===== config.mk =====
export PLATFORM = sky130hd
export DESIGN_NAME = mask_to_alpha_converter
export DESIGN_NICKNAME = d
export VERILOG_FILES = /design/src/mta_pkg.sv /design/src/mask_to_alpha_converter.sv /design/src/mta_pixel_rule.sv
export SDC_FILE = /design/constraint.sdc
export NUM_CORES = 1
export LEC_CHECK = 0
export BUFFER_PORTS_ARGS = -buffer_cell sky130_fd_sc_hd__buf_2
export CAP_MARGIN = 20
export CORE_MARGIN = 2
export CORE_UTILIZATION = 52
export CTS_CLUSTER_DIAMETER = 120
export DETAILED_ROUTE_END_ITERATION = 8
export HOLD_SLACK_MARGIN = 0.02
export PLACE_DENSITY_LB_ADDON = 0.1
export SYNTH_ARGS = -nofsm -noshare
export SYNTH_HDL_FRONTEND = slang
export SYNTH_SLANG_ARGS = --single-unit

===== constraint.sdc =====
create_clock -name clk -period 3.5 [get_ports clk]
set_input_delay 0.175 -clock clk [delete_from_list [all_inputs] [get_ports clk]]
set_output_delay 0.175 -clock clk [all_outputs]
set_load 0.05 [all_outputs]

===== src/mta_pkg.sv =====
// ----------------------------------------------------------------------------
// mta_pkg - shared types and constants for the mask-to-alpha converter
// Pixel layout, configuration register indexes and the words passed between
// the pixel rule and the output stage.
// ----------------------------------------------------------------------------
package mta_pkg;

  localparam int PIXEL_W          = 32;
  localparam int COLOR_W          = 24;
  localparam int ALPHA_W          = 8;
  localparam int CFG_W            = 13;
  localparam int CFG_INDEX_W      = 3;
  localparam int MAX_SIDE_DEFAULT = 4096;

  // Configuration register indexes
  localparam logic [CFG_INDEX_W-1:0] REG_IMAGE_WIDTH     = 3'd0;
  localparam logic [CFG_INDEX_W-1:0] REG_IMAGE_HEIGHT    = 3'd1;
  localparam logic [CFG_INDEX_W-1:0] REG_MASK_WIDTH      = 3'd2;
  localparam logic [CFG_INDEX_W-1:0] REG_MASK_HEIGHT     = 3'd3;
  localparam logic [CFG_INDEX_W-1:0] REG_ALPHA_MASK_MODE = 3'd4;

  localparam logic [COLOR_W-1:0] COLOR_WHITE  = 24'hFFFFFF;
  localparam logic [COLOR_W-1:0] COLOR_BLACK  = 24'h000000;
  localparam logic [ALPHA_W-1:0] ALPHA_OPAQUE = 8'hFF;
  localparam logic [ALPHA_W-1:0] ALPHA_CLEAR  = 8'h00;

  // Outcome of the per-pixel rule
  typedef struct packed {
    logic [PIXEL_W-1:0] pixel;
    logic               conflict;
  } mta_rule_t;

  // One result word as held in the output stage
  typedef struct packed {
    logic [PIXEL_W-1:0] result_pixel;
    logic               pixel_conflict;
    logic               last_pixel;
    logic               all_clear;
  } mta_word_t;

endpackage


===== src/mask_to_alpha_converter.sv =====
// ----------------------------------------------------------------------------
// mask_to_alpha_converter - BGRA image plus mask to alpha-keyed image
// Streams image and mask pixel pairs in raster order and emits converted
// pixels with a per-image conflict summary on the last pixel.
// ----------------------------------------------------------------------------
// The block takes one image/mask word pair per cycle while in_stall is low
// and returns one registered result word per pair, in order. Column
// and row counters locate each pixel and decide whether it falls inside the
// mask; the pixel rule and the counter update are combinational logic feeding
// an output register, so it sustains one word per clock unless stalled. A skid
// register behind the output keeps input acceptance going for one more word
// while the output is stalled; in_stall rises only once both are full.
// Consumers should commit an image only when all_clear is 1 on the word with
// last_pixel set. Image sizes of 0 act as 1, sizes above MAX_SIDE act as
// MAX_SIDE. Write configuration only between images, while the block is idle.
// ----------------------------------------------------------------------------
module mask_to_alpha_converter import mta_pkg::*; #(
  parameter int MAX_SIDE = MAX_SIDE_DEFAULT
) (
  input  logic                   clk,
  input  logic                   rst,
  // configuration write port
  input  logic                   cfg_we,
  input  logic [CFG_INDEX_W-1:0] cfg_index,
  input  logic [CFG_W-1:0]       cfg_data,
  // input channel
  input  logic                   in_valid,
  output logic                   in_stall,
  input  logic [PIXEL_W-1:0]     image_pixel,
  input  logic [PIXEL_W-1:0]     mask_pixel,
  // output channel
  output logic                   out_valid,
  input  logic                   out_stall,
  output logic [PIXEL_W-1:0]     result_pixel,
  output logic                   pixel_conflict,
  output logic                   last_pixel,
  output logic                   all_clear
);

  // counters only ever hold 0 .. MAX_SIDE-1
  localparam int CNT_W  = (MAX_SIDE > 1) ? $clog2(MAX_SIDE) : 1;
  localparam int SIDE_W = $clog2(MAX_SIDE + 1);
  localparam int CMP_W  = (SIDE_W > CFG_W) ? SIDE_W : CFG_W;
  localparam logic [CMP_W-1:0] SIDE_MAX = CMP_W'(MAX_SIDE);
  localparam logic [CMP_W-1:0] SIDE_MIN = CMP_W'(1);

  // configuration registers
  logic [CFG_W-1:0] image_width;
  logic [CFG_W-1:0] image_height;
  logic [CFG_W-1:0] mask_width;
  logic [CFG_W-1:0] mask_height;
  logic             alpha_mask_mode;

  // position and conflict tracking
  logic [CNT_W-1:0] column_count;
  logic [CNT_W-1:0] row_count;
  logic             conflict_seen;
  logic [CNT_W-1:0] column_count_next;
  logic [CNT_W-1:0] row_count_next;
  logic             conflict_seen_next;

  // output register and skid register
  mta_word_t        out_word;
  mta_word_t        skid_word;
  logic             skid_valid;
  mta_word_t        word_next;

  logic [CMP_W-1:0] width_ext;
  logic [CMP_W-1:0] height_ext;
  logic [CMP_W-1:0] width_clamp;
  logic [CMP_W-1:0] height_clamp;
  logic [CMP_W-1:0] col_ext;
  logic [CMP_W-1:0] row_ext;
  logic             last_col;
  logic             last_row;
  logic             last;
  logic             in_mask;
  logic             in_accept;
  logic             out_take;
  mta_rule_t        rule;

  // --------------------------------------------------------------------------
  // Configuration: writes to an index past the list drop silently
  // --------------------------------------------------------------------------
  always_ff @(posedge clk) begin
    if (rst) begin
      image_width     <= CFG_W'(1);
      image_height    <= CFG_W'(1);
      mask_width      <= '0;
      mask_height     <= '0;
      alpha_mask_mode <= 1'b0;
    end else if (cfg_we) begin
      case (cfg_index)
        REG_IMAGE_WIDTH:     image_width     <= cfg_data;
        REG_IMAGE_HEIGHT:    image_height    <= cfg_data;
        REG_MASK_WIDTH:      mask_width      <= cfg_data;
        REG_MASK_HEIGHT:     mask_height     <= cfg_data;
        REG_ALPHA_MASK_MODE: alpha_mask_mode <= cfg_data[0];
        default: ;
      endcase
    end
  end

  // --------------------------------------------------------------------------
  // Position: clamp the image size, find the last column and row
  // --------------------------------------------------------------------------
  assign width_ext  = CMP_W'(image_width);
  assign height_ext = CMP_W'(image_height);

  always_comb begin
    width_clamp = width_ext;
    if (width_ext < SIDE_MIN) begin
      width_clamp = SIDE_MIN;
    end else if (width_ext > SIDE_MAX) begin
      width_clamp = SIDE_MAX;
    end
    height_clamp = height_ext;
    if (height_ext < SIDE_MIN) begin
      height_clamp = SIDE_MIN;
    end else if (height_ext > SIDE_MAX) begin
      height_clamp = SIDE_MAX;
    end
  end

  assign col_ext  = CMP_W'(column_count);
  assign row_ext  = CMP_W'(row_count);
  // ">=" so a counter past a freshly shrunk size still wraps
  assign last_col = col_ext >= (width_clamp - SIDE_MIN);
  assign last_row = row_ext >= (height_clamp - SIDE_MIN);
  assign last     = last_col && last_row;
  assign in_mask  = (col_ext < CMP_W'(mask_width)) && (row_ext < CMP_W'(mask_height));

  // --------------------------------------------------------------------------
  // Pixel rule
  // --------------------------------------------------------------------------
  mta_pixel_rule u_rule (
    .alpha_mode  (alpha_mask_mode),
    .in_mask     (in_mask),
    .image_pixel (image_pixel),
    .mask_pixel  (mask_pixel),
    .rule        (rule)
  );

  // sticky conflict; all_clear only reports on the last pixel
  assign conflict_seen_next = last ? 1'b0 : (conflict_seen | rule.conflict);

  always_comb begin
    word_next.result_pixel   = rule.pixel;
    word_next.pixel_conflict = rule.conflict;
    word_next.last_pixel     = last;
    word_next.all_clear      = last && !(conflict_seen | rule.conflict);
  end

  // advance raster position
  always_comb begin
    column_count_next = column_count + CNT_W'(1);
    row_count_next    = row_count;
    if (last_col) begin
      column_count_next = '0;
      row_count_next    = last_row ? '0 : (row_count + CNT_W'(1));
    end
  end

  // --------------------------------------------------------------------------
  // Handshake: output register with a one-word skid behind it
  // --------------------------------------------------------------------------
  assign in_accept = in_valid && !skid_valid;
  assign out_take  = out_valid && !out_stall;
  assign in_stall  = skid_valid;

  always_ff @(posedge clk) begin
    if (rst) begin
      column_count  <= '0;
      row_count     <= '0;
      conflict_seen <= 1'b0;
      out_valid     <= 1'b0;
      skid_valid    <= 1'b0;
    end else begin
      if (in_accept) begin
        column_count  <= column_count_next;
        row_count     <= row_count_next;
        conflict_seen <= conflict_seen_next;
      end
      if (out_take || !out_valid) begin
        // output free: refill from skid first, else straight from input
        if (skid_valid) begin
          out_word   <= skid_word;
          out_valid  <= 1'b1;
          skid_valid <= 1'b0;
        end else if (in_accept) begin
          out_word  <= word_next;
          out_valid <= 1'b1;
        end else begin
          out_valid <= 1'b0;
        end
      end else if (in_accept) begin
        // output held: park the new word in the skid
        skid_word  <= word_next;
        skid_valid <= 1'b1;
      end
    end
  end

  assign result_pixel   = out_word.result_pixel;
  assign pixel_conflict = out_word.pixel_conflict;
  assign last_pixel     = out_word.last_pixel;
  assign all_clear      = out_word.all_clear;

endmodule


===== src/mta_pixel_rule.sv =====
// ----------------------------------------------------------------------------
// mta_pixel_rule - per-pixel colour or alpha mask rule
// Turns one image/mask pixel pair into the converted pixel and its conflict.
// ----------------------------------------------------------------------------
module mta_pixel_rule import mta_pkg::*; (
  input  logic               alpha_mode,
  input  logic               in_mask,
  input  logic [PIXEL_W-1:0] image_pixel,
  input  logic [PIXEL_W-1:0] mask_pixel,
  output mta_rule_t          rule
);

  logic [COLOR_W-1:0] img_color;
  logic [COLOR_W-1:0] msk_color;
  logic [ALPHA_W-1:0] msk_alpha;
  logic [PIXEL_W-1:0] opaque_pixel;

  assign img_color    = image_pixel[COLOR_W-1:0];
  assign msk_color    = in_mask ? mask_pixel[COLOR_W-1:0] : COLOR_BLACK;
  assign msk_alpha    = in_mask ? mask_pixel[PIXEL_W-1:COLOR_W] : ALPHA_OPAQUE;
  assign opaque_pixel = {ALPHA_OPAQUE, img_color};

  always_comb begin
    rule.pixel    = opaque_pixel;
    rule.conflict = 1'b0;
    if (alpha_mode) begin
      if (msk_alpha == ALPHA_CLEAR) begin
        rule.pixel = '0;
      end
    end else if (img_color == COLOR_BLACK && msk_color == COLOR_WHITE) begin
      rule.pixel = '0;
    end else begin
      // flag image bits that are clear where the mask bit is set
      rule.conflict = |(~img_color & msk_color);
    end
  end

endmodule


==> flow_summary.toml <==
[finish]
drive_gt1_share_pct = 25.7
design_area_mm2 = 0.00959
fin_nets = 1159
syn_to_final_growth_pct = 25.8
fillCellCount = 1230
diodes = 0

[placement]
dpl_cell_area_mm2 = 0.00866
hpwlAfterDp_mm = 14.0
port_buffers = 113
pre_cts_ws_ns = -0.224
gp_congestion = 0.915

[clock_tree]
cts_sinks = 136
cts.htree.levels = 4
clock_latency_ns = 0.43
clkTransAtPathRegs_ns = 0.06
cts_made_buffers = 17
root_buffer = "clkbuf_16"
cts_tree = "built"
cts_max_path_buffers = 2

[floorplan]
core_area_mm2 = 0.0144
dieArea_mm2 = 0.0156
num_rows = 44
initial_core_util_pct = 52.8
die_w_um = 125
ios = 122
chipHeight_um = 125

[logic_synthesis]
synthTopCellsByArea = "edfxtp_1 22%, dfxtp_1 21%, ha_1 8.2%"
ys_types = 62
synth_edf_count = 56
synth.avg_cell_area_um2 = 8.77
synth_flop_cell = "dfxtp_1"
synth_nets = 1004
ys_warn_count = 0
syn-instance-count = 869
yosys.area.top_type = "edfxtp_1"
synth_top_area_share_pct = 22.1
ys_seq_area_share_pct = 43.1
ys_ff_latch = 136
synth-async-reset-ratio_pct = 0
synth_area_mm2 = 0.00762

[worst_setup_path]
endpoint = "row_count[5]$_SDFFE_PP0P_"
worstSetupPathType = "register to register"
timing.rr.start = "image_width[4]$_SDFFE_PP0P_"
r2r_end = "row_count[5]$_SDFFE_PP0P_"
worstPathMaxFanout = 6
reg2regPathDepth = 17
endpoint_kind = "register"
r2r_slack_ns = -0.003
worstSetupStartpointType = "register"
worst_ep_arrival_time_ns = 3.81
setup.worst_path.start = "image_width[4]$_SDFFE_PP0P_"
required_ns = 3.80

[routing]
vias = 6721
wl_per_cell_um = 16.4
drt-total-wl_mm = 20.0
drc = 0
first_pass_iters = 4
avgViaCountPerCell = 5.50
antenna_left = 0
drtIter0Drc = 500

[job]
drv_cap = 0

[run_status]
status = "finished with violations"
violations = "negative setup slack"

[global_routing]
antenna_found_initial = 0
grt_pass1_vias = 6382
grt_pass1_wl_mm = 32.1
grt_max_degree = 65
overflow = 0
grt_use_total_pct = 25.6

[sta]
max_freq_ghz = 0.285
slew_headroom_pct = 43.2
drv_slew = 0
setup_viol = 1
period_needed_ns = 3.50
fin_worst_skew_ns = 0.00743
final.period_utilization_pct = 100
hold_violations = 0
rsz0062_at_grt = "yes"
layout_setup_ws_ns = -0.00316
max_slew.worst_pin.slew_ns = 0.848

[power_and_ir_drop]
p_leak_uw = 0.00382
ir_drop_mv = 0.269
power.density_mw_per_mm2 = 440

[worst_hold_path]
min_path_type = "primary input to register"
hp-start = "cfg_data[11]"
==> cells by family (layout without fill, tap and decap cells) <==
group / after synthesis / after routing / synth area share (%)
AND/OR/NAND/NOR: 377 / 377 / 25.4
AO/OA/AOI/OAI: 186 / 187 / 15.0
flip-flops: 136 / 136 / 43.1
buffers and inverters: 98 / 265 / 5.58
adder cells (fa/ha/maj): 50 / 50 / 8.21
XOR/XNOR: 17 / 17 / 1.95
multiplexers: 5 / 5 / 0.690
==> how the worst min path moves through the flow <==
| stage | to | slack, ns | cells after the start |
|---|---|---|---|
| global placement | mask_height[0]$_SDFFE_PP0P_ | 0.44 | 2 |
| CTS | mask_height[11]$_SDFFE_PP0P_ | 0.03 | 3 |
| global route | mask_height[11]$_SDFFE_PP0P_ | 0.04 | 3 |
| floorplan | height_ext[0]$_SDFFE_PP1P_ | 0.30 | 2 |
| finish | mask_height[11]$_SDFFE_PP0P_ | 0.04 | 3 |
| detailed placement | mask_width[0]$_SDFFE_PP0P_ | 0.45 | 2 |
==> cell usage after synthesis, drive strengths merged, types with 18 or more instances <==
library cell	number
a21oi	81
clkbuf	31
dfxtp	80
edfxtp	56
ha	50
inv	53
nand2	159
nand2b	43
nand3	20
nor2	41
nor2b	24
nor3	18
o21ai	42
==> stage by stage <==
| step | setup TNS [ns] | total power, uW | util, % | hold slack [ns] | cells |
|---|---|---|---|---|---|
| after floorplan | -0.0876 | 2140 | - | 0.299 | 869 |
| after global placement | -1.20 | 2320 | 60.1 | 0.442 | 1172 |
| after detailed placement | -2.47 | 2330 | 60.1 | 0.446 | 1172 |
| after CTS | -0.0613 | 4210 | 65.6 | 0.0288 | 1218 |
| after global routing | -3.12 | 4380 | 66.5 | 0.0358 | 1221 |
| final | -0.00316 | 4220 | 66.5 | 0.0365 | 1221 |
==> report_power, final <==
part	internal [uW]	switching, uW	leakage, uW
combinational	280	395	0.00237
clock	1120	704	0.000287
sequential	1700	23.6	0.00117
total	3100	1120	0.00382
==> final cells by class <==
class,count,area [um^2],area share [%]
clock buffers,17,425,4.44
clock inverters,15,175,1.83
inverters,53,201,2.10
multi-input cells,636,4180,43.6
flip-flops and latches,136,3290,34.3
well taps,184,230,2.40
repair buffers,180,1090,11.4
==> sequential cells by signal, indices dropped and copies added (netlist names), 12 cells and up <==
name	flops
height_ext	13
skid_word	28
result_pixel	25
column_count	12
image_width	13
mask_height	13
row_count	12
mask_width	13
==> placed cells by master (no fill, tap or decap), types with 4 or more instances in the layout <==
| master | n |
|---|---|
| nand2_1 | 158 |
| buf_2 | 113 |
| a21oi_1 | 77 |
| dfxtp_1 | 75 |
| buf_4 | 61 |
| edfxtp_1 | 56 |
| inv_1 | 51 |
| ha_1 | 47 |
| nand2b_1 | 42 |
| nor2_1 | 41 |
| o21ai_0 | 36 |
| nor2b_1 | 24 |
| nand3_1 | 18 |
| clkbuf_16 | 17 |
| nor3_1 | 15 |
| nand4_1 | 14 |
| nor4_1 | 9 |
| and2b_1 | 9 |
| xnor2_1 | 9 |
| xor2_1 | 8 |
| nor4bb_1 | 8 |
| a21o_1 | 6 |
| or3_1 | 6 |
| o31ai_1 | 5 |
| or4_1 | 5 |
| o22ai_1 | 5 |
| o32ai_1 | 5 |
| dfxtp_2 | 5 |
| buf_6 | 5 |
| and4bb_2 | 4 |
| a31oi_1 | 4 |
| o21a_1 | 4 |
| o2111ai_1 | 4 |
| a21oi_2 | 4 |
| a211oi_1 | 4 |
| o21ai_1 | 4 |
==> routing by layer <==
metal | wire length, um | global-route usage [%] | up-vias
met3 | 1050 | 4.58 | 29
li1 | - | - | 3366
met1 | 9120 | 33.8 | 3117
met4 | 329 | 8.56 | 0
met5 | 0 | 0 | -
met2 | 9540 | 42.7 | 209
==> critical path, cell delays in order (launching register included) <==
cell      delay (ns)
dfxtp_2         0.33
nor4_4          0.36
nand4b_4        0.14
nor3_2          0.12
o21bai_1        0.11
ha_2            0.24
o21ai_4         0.09
mux2_4          0.32
a21oi_2         0.13
ha_1            0.14
nand4_1         0.13
a211oi_4        0.27
a221oi_4        0.13
a21o_4          0.27
buf_6           0.13
o31ai_4         0.25
buf_6           0.17
a21oi_1         0.05
==> timing repair <==
| action | CTS | global route |
|---|---|---|
| hold endpoints to repair | 2 | 0 |
| pin swaps | 14 | 22 |
| setup endpoints to repair | 18 | 28 |
| gates resized for setup | 16 | 23 |
| buffers inserted | 12 | 3 |
| hold buffers | 1 | 0 |
| gates cloned | 1 | 0 |
(Power assumes the default switching activity.)
